===== src/hdl/tgan_pkg.sv =====
// Shared types and constants for the tangent averaging block.
`timescale 1ns / 1ps

package tgan_pkg;

   localparam int IDX_BITS = 12;   // vertex index field width
   localparam int PRES_W   = 32;   // presence flags held per memory row
   localparam int PB       = 5;    // log2 of PRES_W

   typedef struct packed {
      logic busy;
      logic done;
   } norm_stat_type;

endpackage


===== src/hdl/tgan_norm.sv =====
// Iterative normaliser: scales a three-component sum to unit length in Q1.14.
`timescale 1ns / 1ps

module tgan_norm #(
   parameter int ACC_BITS  = 24,
   parameter int COMP_BITS = 16
) (
   input  logic                          clock,
   input  logic                          reset,
   input  logic                          start,
   input  logic [ACC_BITS-1:0]           sum_x,
   input  logic [ACC_BITS-1:0]           sum_y,
   input  logic [ACC_BITS-1:0]           sum_z,
   output tgan_pkg::norm_stat_type       stat,
   output logic [COMP_BITS-1:0]          norm_x,
   output logic [COMP_BITS-1:0]          norm_y,
   output logic [COMP_BITS-1:0]          norm_z
);

   localparam int MW = (ACC_BITS > 30) ? ACC_BITS : 30;
   localparam int QB = COMP_BITS - 1;
   localparam int DW = COMP_BITS + 31;

   localparam logic [2:0] N_IDLE  = 3'd0;
   localparam logic [2:0] N_SHIFT = 3'd1;
   localparam logic [2:0] N_SQ    = 3'd2;
   localparam logic [2:0] N_SQRT  = 3'd3;
   localparam logic [2:0] N_DLD   = 3'd4;
   localparam logic [2:0] N_DIV   = 3'd5;

   logic [2:0]           state_ff;
   logic [MW-1:0]        a_ff, b_ff, c_ff;
   logic [2:0]           neg_ff;
   logic [1:0]           k_ff;
   logic [59:0]          prod_ff;
   logic [61:0]          sq_ff, n_ff, r_ff, bit_ff;
   logic [DW-1:0]        rem_ff, dsh_ff;
   logic [QB-1:0]        q_ff;
   logic [4:0]           cnt_ff;
   logic                 done_ff;
   logic [COMP_BITS-1:0] nx_ff, ny_ff, nz_ff;

   logic [MW-1:0]        mag_x, mag_y, mag_z;
   logic                 big, under;
   logic [29:0]          sel;
   logic                 sel_neg;
   logic [61:0]          root_try;
   logic                 ge;
   logic [QB-1:0]        q_in;
   logic [COMP_BITS-1:0] res_in;

   function automatic logic [MW-1:0] mag_of(input logic [ACC_BITS-1:0] s);
      logic signed [40:0] w;
      w = 41'(signed'(s));
      if (w < 0) begin
         w = -w;
      end
      return MW'(w);
   endfunction

   assign mag_x = mag_of(sum_x);
   assign mag_y = mag_of(sum_y);
   assign mag_z = mag_of(sum_z);

   // largest magnitude must end in [2^29, 2^30)
   assign big   = (41'(a_ff) >= 41'h4000_0000) || (41'(b_ff) >= 41'h4000_0000) ||
                  (41'(c_ff) >= 41'h4000_0000);
   assign under = (41'(a_ff) < 41'h2000_0000) && (41'(b_ff) < 41'h2000_0000) &&
                  (41'(c_ff) < 41'h2000_0000);

   always_comb begin
      case (k_ff)
         2'd0: begin
            sel = a_ff[29:0];
            sel_neg = neg_ff[0];
         end
         2'd1: begin
            sel = b_ff[29:0];
            sel_neg = neg_ff[1];
         end
         default: begin
            sel = c_ff[29:0];
            sel_neg = neg_ff[2];
         end
      endcase
   end

   assign root_try = r_ff + bit_ff;
   assign ge       = (rem_ff >= dsh_ff);
   assign q_in     = {q_ff[QB-2:0], ge};
   assign res_in   = sel_neg ? COMP_BITS'(0) - COMP_BITS'(q_in) : COMP_BITS'(q_in);

   always_ff @(posedge clock) begin
      if (reset) begin
         state_ff <= N_IDLE;
         done_ff  <= 1'b0;
      end else begin
         done_ff <= (state_ff == N_IDLE && start && mag_x == '0 && mag_y == '0 &&
                     mag_z == '0) ||
                    (state_ff == N_DIV && cnt_ff == 5'd0 && k_ff == 2'd2);
         case (state_ff)
            N_IDLE: begin
               if (start) begin
                  a_ff   <= mag_x;
                  b_ff   <= mag_y;
                  c_ff   <= mag_z;
                  neg_ff <= {sum_z[ACC_BITS-1], sum_y[ACC_BITS-1], sum_x[ACC_BITS-1]};
                  if (mag_x == '0 && mag_y == '0 && mag_z == '0) begin
                     nx_ff   <= '0;
                     ny_ff   <= '0;
                     nz_ff   <= '0;
                  end else begin
                     state_ff <= N_SHIFT;
                  end
               end
            end
            N_SHIFT: begin
               if (big) begin
                  a_ff <= a_ff >> 1;
                  b_ff <= b_ff >> 1;
                  c_ff <= c_ff >> 1;
               end else if (under) begin
                  a_ff <= a_ff << 1;
                  b_ff <= b_ff << 1;
                  c_ff <= c_ff << 1;
               end else begin
                  k_ff     <= 2'd0;
                  sq_ff    <= '0;
                  state_ff <= N_SQ;
               end
            end
            N_SQ: begin
               prod_ff <= 60'(sel) * 60'(sel);
               if (k_ff != 2'd0) begin
                  sq_ff <= sq_ff + 62'(prod_ff);
               end
               if (k_ff == 2'd3) begin
                  n_ff     <= sq_ff + 62'(prod_ff);
                  r_ff     <= '0;
                  bit_ff   <= 62'(1) << 60;
                  k_ff     <= 2'd0;
                  state_ff <= N_SQRT;
               end else begin
                  k_ff <= k_ff + 2'd1;
               end
            end
            N_SQRT: begin
               if (n_ff >= root_try) begin
                  n_ff <= n_ff - root_try;
                  r_ff <= (r_ff >> 1) + bit_ff;
               end else begin
                  r_ff <= r_ff >> 1;
               end
               bit_ff <= bit_ff >> 2;
               if (bit_ff == 62'd1) begin
                  state_ff <= N_DLD;
               end
            end
            N_DLD: begin
               // (a * 2^(CB-1) + len) / (2 * len), rounding half up
               rem_ff   <= (DW'(sel) << (COMP_BITS - 1)) + DW'(r_ff[30:0]);
               dsh_ff   <= DW'({r_ff[30:0], 1'b0}) << (COMP_BITS - 2);
               q_ff     <= '0;
               cnt_ff   <= 5'(QB - 1);
               state_ff <= N_DIV;
            end
            N_DIV: begin
               if (ge) begin
                  rem_ff <= rem_ff - dsh_ff;
               end
               q_ff   <= q_in;
               dsh_ff <= dsh_ff >> 1;
               cnt_ff <= cnt_ff - 5'd1;
               if (cnt_ff == 5'd0) begin
                  case (k_ff)
                     2'd0:    nx_ff <= res_in;
                     2'd1:    ny_ff <= res_in;
                     default: nz_ff <= res_in;
                  endcase
                  if (k_ff == 2'd2) begin
                     state_ff <= N_IDLE;
                  end else begin
                     k_ff     <= k_ff + 2'd1;
                     state_ff <= N_DLD;
                  end
               end
            end
            default: state_ff <= N_IDLE;
         endcase
      end
   end

   assign stat.busy = (state_ff != N_IDLE);
   assign stat.done = done_ff;
   assign norm_x    = nx_ff;
   assign norm_y    = ny_ff;
   assign norm_z    = nz_ff;

endmodule


===== config.mk =====
export PLATFORM = sky130hd
export DESIGN_NAME = tgan_norm
export DESIGN_NICKNAME = d
export VERILOG_FILES = /design/src/hdl/tgan_pkg.sv /design/src/hdl/tgan_norm.sv
export SDC_FILE = /design/constraint.sdc
export NUM_CORES = 2
export LEC_CHECK = 0
export BUFFER_PORTS_ARGS = -buffer_cell sky130_fd_sc_hd__buf_2
export CAP_MARGIN = 20
export CORE_AREA = 10 10 510 263
export CTS_CLUSTER_DIAMETER = 200
export DETAILED_ROUTE_END_ITERATION = 10
export DIE_AREA = 0 0 520 273
export GPL_TIMING_DRIVEN = 0
export MAX_ROUTING_LAYER = met4
export PLACE_DENSITY_LB_ADDON = 0.12
export SETUP_SLACK_MARGIN = 0.4
export SYNTH_ARGS = -nofsm -noshare
export SYNTH_HDL_FRONTEND = slang
export SYNTH_SLANG_ARGS = --single-unit
export TNS_END_PERCENT = 20

===== constraint.sdc =====
create_clock -name clock -period 13.9 [get_ports clock]
set_input_delay 0.695 -clock clock [delete_from_list [all_inputs] [get_ports clock]]
set_output_delay 0.695 -clock clock [all_outputs]
set_load 0.01 [all_outputs]

Word-level counts from Yosys, hierarchy flattened
Cells that the tools add are included.
{"block": "word_totals", "ff_bits": 568, "input_bits": 75}
{"block": "op_classes", "n_eq_ne": 24, "addsub": 12, "muxes": 55, "reduce_logical": 39, "multipliers": 1, "magnitude_cmp": 8, "bitwise": 1}
{"op": "one-hot mux 62 bit (2 select lines)", "n": 4}
{"op": "2-to-1 mux 62 bit", "n": 7}
{"op": "2-to-1 mux 30 bit", "n": 9}
{"op": "one-hot mux 30 bit (2 select lines)", "n": 4}
{"op": "one-hot mux 47 bit (2 select lines)", "n": 2}
{"op": "2-to-1 mux 16 bit", "n": 9}
{"op": "one-hot mux 16 bit (2 select lines)", "n": 3}
{"op": "zero test 30 bit", "n": 3}
{"op": "< comparator 30 bit (second input constant)", "n": 3}
{"op": "negator 24 -> 30 bit", "n": 3}
{"op": "< comparator 24 x 1 -> 1 bit (second input constant)", "n": 3}
{"op": "adder 61 x 62 -> 62 bit", "n": 1}
{"op": "adder 62 x 60 -> 62 bit", "n": 1}
{"op": "adder 62 bit", "n": 1}
{"op": "== test 62 x 1 -> 1 bit (second input constant)", "n": 1}
{"op": "greater-or-equal comparator 62 bit", "n": 1}
{"op": "subtractor 62 bit", "n": 1}
{"op": "multiplier 30 x 30 -> 60 bit", "n": 1}
{"op": "greater-or-equal comparator 47 bit", "n": 1}
{"op": "2-to-1 mux 47 bit", "n": 1}
{"op": "subtractor 47 bit", "n": 1}
{"op": "adder 45 x 31 -> 46 bit", "n": 1}
{"op": "one-hot mux 14 bit (2 select lines)", "n": 1}
{"op": "AND reduction 6 bit", "n": 4}
{"op": "29 further kinds", "n": 74}

Depth between registers and ports, before layout
{"block": "depth", "word_depth": 8, "ltp_mapped": 40, "ltp_nobuf": 36}

Worst setup path before layout
OpenSTA, ideal clock, no wires.
{"block": "synth_timing", "path_kind": "input to register", "from": "input port reset", "to": "register n_ff[0], enable pin", "slack_ps": 2787, "arrival_time_ps": 10615, "path_stages": 3, "setup_ps": 498, "cell_sequence": "clkbuf_1 -> nor3_1 -> a21boi_1"}
{"block": "synth_via", "elab_chain_len": 2}
{"element": "from (decl)", "line": "tgan_norm.sv:9", "text": "input logic reset,"}
{"element": "inverter 1 bit (no source line)"}
{"element": "AND reduction 4 bit (no source line)"}
{"element": "to (signal assigned)", "line": "tgan_norm.sv:138", "text": "n_ff <= sq_ff + 62'(prod_ff);"}
{"element": "to (signal assigned)", "line": "tgan_norm.sv:149", "text": "n_ff <= n_ff - root_try;"}
{"element": "to (decl)", "line": "tgan_norm.sv:36", "text": "logic [61:0] sq_ff, n_ff, r_ff, bit_ff;"}
No other way between the ends.
A chain may end at the register's enable or synchronous reset.

Final worst setup path
{"block": "layout_timing", "from": "register k_ff[0]", "to": "register prod_ff[59], data pin"}
{"block": "layout_via", "elab_chain_len": 3, "word_cells_on_any_way": 4, "classes_between": "mul: 1; eq/ne: 1; mux: 1; reduce/logical: 1"}
{"element": "from (decl)", "line": "tgan_norm.sv:34", "text": "logic [1:0] k_ff;"}
{"element": "from (signal assigned)", "line": "tgan_norm.sv:144", "text": "k_ff <= k_ff + 2'd1;"}
{"element": "from (signal assigned)", "line": "tgan_norm.sv:183", "text": "k_ff <= k_ff + 2'd1;"}
{"element": "== test 2 x 1 -> 1 bit or zero test 2 bit (tied branches)", "line": "tgan_norm.sv:72", "text": "case (k_ff)"}
{"element": "one-hot mux 30 bit (2 select lines) *", "line": "tgan_norm.sv:72"}
{"element": "multiplier 30 x 30 -> 60 bit *", "line": "tgan_norm.sv:133", "text": "prod_ff <= 60'(sel) * 60'(sel);"}
{"element": "to (signal assigned)", "line": "tgan_norm.sv:133"}
{"element": "to (decl)", "line": "tgan_norm.sv:35", "text": "logic [59:0] prod_ff;"}
Every way passes the cells marked *; elsewhere a longest branch is shown, timed or not.

==> flow_metrics.tcl <==
set metrics [dict create \
    cts_tree "yes" \
    first_iter_violations 7594 \
    dp_slack_ps -696 \
    synth_top_family_by_area "adder cells" \
    critPathMaxFanout 9 \
    drive_gt1_share_pct 5.38 \
    antenna_found_initial 13 \
    die_h_um 273 \
    synth_area_um2 62100 \
    slowest_stage "clkbuf_1" \
    critPathMaxStageDelay_ps 970 \
    coreArea_um2 125000 \
    max_freq_mhz 75.1 \
    synth_cell_type_count 80 \
    vias 52600 \
    end_kind "flop" \
    worst_slew_pin_slew_ps 1340 \
    ant_nets 0 \
    critPathKind "reg2reg" \
    grt_pass1_vias 48900 \
    routabilityCongestion 1.06 \
    hpwl_um 200000 \
    clk_pin_slew_ps 70 \
    crit_path_frequent_cell "fa_1" \
    setup_ws_ps 577 \
    route.detailed.drc 0 \
    drt_pass1_iterations 6 \
    syn_nets 7951 \
    netlist_instances 6668 \
    clkSinkCount 535 \
    track_usage_pct 33.7 \
    run_status "finished clean" \
    htree_levels 2 \
    drv_cap 0 \
    yosysSeqAreaShare_pct 25.8 \
    synth_edf_count 531 \
    drt_wl_total_um 239000 \
    yosysWarnings 0 \
    dieArea_um2 142000 \
    fp.dieW_um 520 \
    placed_cell_area_um2 65600 \
    ys_async_sr_fraction_pct 0 \
    wl_per_cell_um 27.6 \
    grt_pass1_wl_um 345000 \
    synth-compound-area-share_pct 13.9 \
    gr-total-overflow 0 \
    period_minus_slack_ps 13320 \
    cp-start-kind "flop" \
    cts_root_buf "clkbuf_16" \
    io_buffers 120 \
    vias_per_cell 6.08 \
    fin_area_um2 67800 \
    synth-simple-area-share_pct 13.3 \
    synth_seq_cells 535 \
    fin_tns_setup_ps 0 \
    required_ps 14230 \
    cp.arrival_ps 13660 \
    cts_max_path_buffers 3 \
    numCtsBuffers 54 \
    setup_viol 0 \
    nFillCells 11500 \
    ios 125 \
    maxSlewHeadroom_pct 10.6 \
    hold_class "in2reg" \
    synth-xor-area-share_pct 6.22 \
    synth.area.mux_share_pct 0.264 \
    hold_violations 0 \
    synth_area_per_cell_um2 9.31 \
    finalClockSkew_ps 81.5 \
    final_nets 8190 \
    grt_setup_unrepaired "yes" \
    clock_latency_ps 710 \
    area_growth_pct 9.23 \
    drv_slew 0 \
    synthAdderAreaFrac_pct 32.8 \
    period_share_pct 95.8 \
    cp_num_buf_inv 9 \
    initial_core_util_pct 49.7 \
    row_count 92 \
    cpLargestDelayFamily "adder cells" \
    cts_setup_buffers 0 \
    grt_max_degree 62 \
    dominantRegCellSynth "edfxtp_1" \
]
## per-stage QoR
step	utilization [%]	cells	hold WS, ps
4_1_cts	54.1	8631	200
5_1_grt	54.3	8647	215
3_5_place_dp	52.5	8530	539
2_1_floorplan	-	6668	522
3_3_place_gp	51.9	8480	535
6_report	54.3	8648	227
## layer usage
metal	share of wire, %	up-vias	wire length (um)	track usage (%)
met3	19	216	45200	18.3
met5	0	-	0	-
li1	-	22800	-	-
met2	32	3527	75500	35.2
met4	1.1	0	2530	3.20
met1	48	26000	115000	54.3
## timing repair
item | CTS | global route
hold buffers | 0 | 0
resized for setup | 7 | 33
endpoints found under the setup margin | 18 | 15
pin swaps | 0 | 0
## path summary, 6_finish.rpt
kind / startpoint / endpoint / slack, ps / depth (start not counted)
setup / recovery: k_ff[0]$_DFFE_PP_ / prod_ff[59]$_DFFE_PP_ / 580 / 33
hold / removal: sum_y[23] / neg_ff[1]$_DFFE_PP_ / 230 / 1
setup reg to reg: k_ff[0]$_DFFE_PP_ / prod_ff[59]$_DFFE_PP_ / 580 / 33
hold reg to reg: b_ff[5]$_DFFE_PP_ / b_ff[6]$_DFFE_PP_ / 530 / 2
## registers in the layout (all words and copies together) (netlist names)
register  cells
done_ff       1
r_ff         62
q_ff         14
norm_x       16
b_ff         30
c_ff         30
norm_z       16
a_ff         30
dsh_ff       46
state_ff      3
n_ff         62
prod_ff      59
rem_ff       47
norm_y       16
neg_ff        3
cnt_ff        5
sq_ff        62
bit_ff       31
k_ff          2
## area by class of cell
cell class	instances	area, um^2	share of cell area (%)
antenna	4	10.0	0.0148
buffer	244	965	1.42
clock buffer	57	1360	2.01
clock inverter	44	627	0.924
inverter	1041	3910	5.77
multi-input combinational	4848	41300	61.0
sequential	535	16000	23.6
tap	1692	2120	3.12
timing repair buffer	183	1470	2.16
## cell usage after synthesis, drive strengths merged, types with 37 or more instances
cell | n | share of area, %
a211oi | 45 | 0.54
a21o | 190 | 2.3
a21oi | 362 | 2.9
a31oi | 61 | 0.61
and2 | 80 | 0.81
and3 | 81 | 0.82
buf | 49 | 0.33
clkbuf | 195 | 1.2
edfxtp | 531 | 26
fa | 698 | 23
ha | 510 | 10
inv | 1031 | 6.2
nand2 | 659 | 4.0
nand2b | 53 | 0.53
nand3 | 81 | 0.65
nand4 | 64 | 0.64
nor2 | 560 | 3.4
nor2b | 37 | 0.37
nor3 | 79 | 0.64
o21ai | 364 | 2.9
o21bai | 55 | 0.66
o31ai | 37 | 0.46
xnor2 | 230 | 3.2
xor2 | 211 | 3.0
## worst reg2reg max path, delay by kind of cell, from the launching register on
family | cells | cell delay, ps
adder cells (fa/ha/maj) | 10 | 4660
buffers and inverters | 9 | 2780
AO/OA/AOI/OAI | 7 | 2370
AND/OR/NAND/NOR | 6 | 2000
XOR/XNOR | 1 | 690
flip-flops | 1 | 420
## kinds of logic after synthesis
logic type | Yosys count
AOI/OAI and AO/OA | 1363
DFF | 535
adders and majority gates | 1208
muxes | 16
xor gates and xnor gates | 441
buffers and inverters | 1285
and+or+nand+nor | 1820
## cells in the final DEF (no fill, tap or decap), types with 27 or more instances in the layout
cell type / count
o21bai_1: 55
and3_1: 81
o31ai_1: 36
nand3_1: 81
inv_1: 1030
nor2b_1: 37
edfxtp_1: 531
nor3_1: 77
buf_2: 135
a31oi_1: 61
xnor2_1: 227
clkbuf_1: 186
a21o_1: 190
nand4_1: 64
o21ai_0: 361
nor2_1: 557
or3_1: 31
ha_1: 510
nor4_1: 27
nand2_1: 659
xor2_1: 211
fa_1: 698
a21oi_1: 357
a22o_1: 33
and2_1: 80
clkbuf_16: 54
buf_1: 32
a211oi_1: 45
o21a_1: 36
nand2b_1: 53
Power is not shown: default switching activity piles up to over one toggle a cycle in this logic, so the estimate is an artifact.
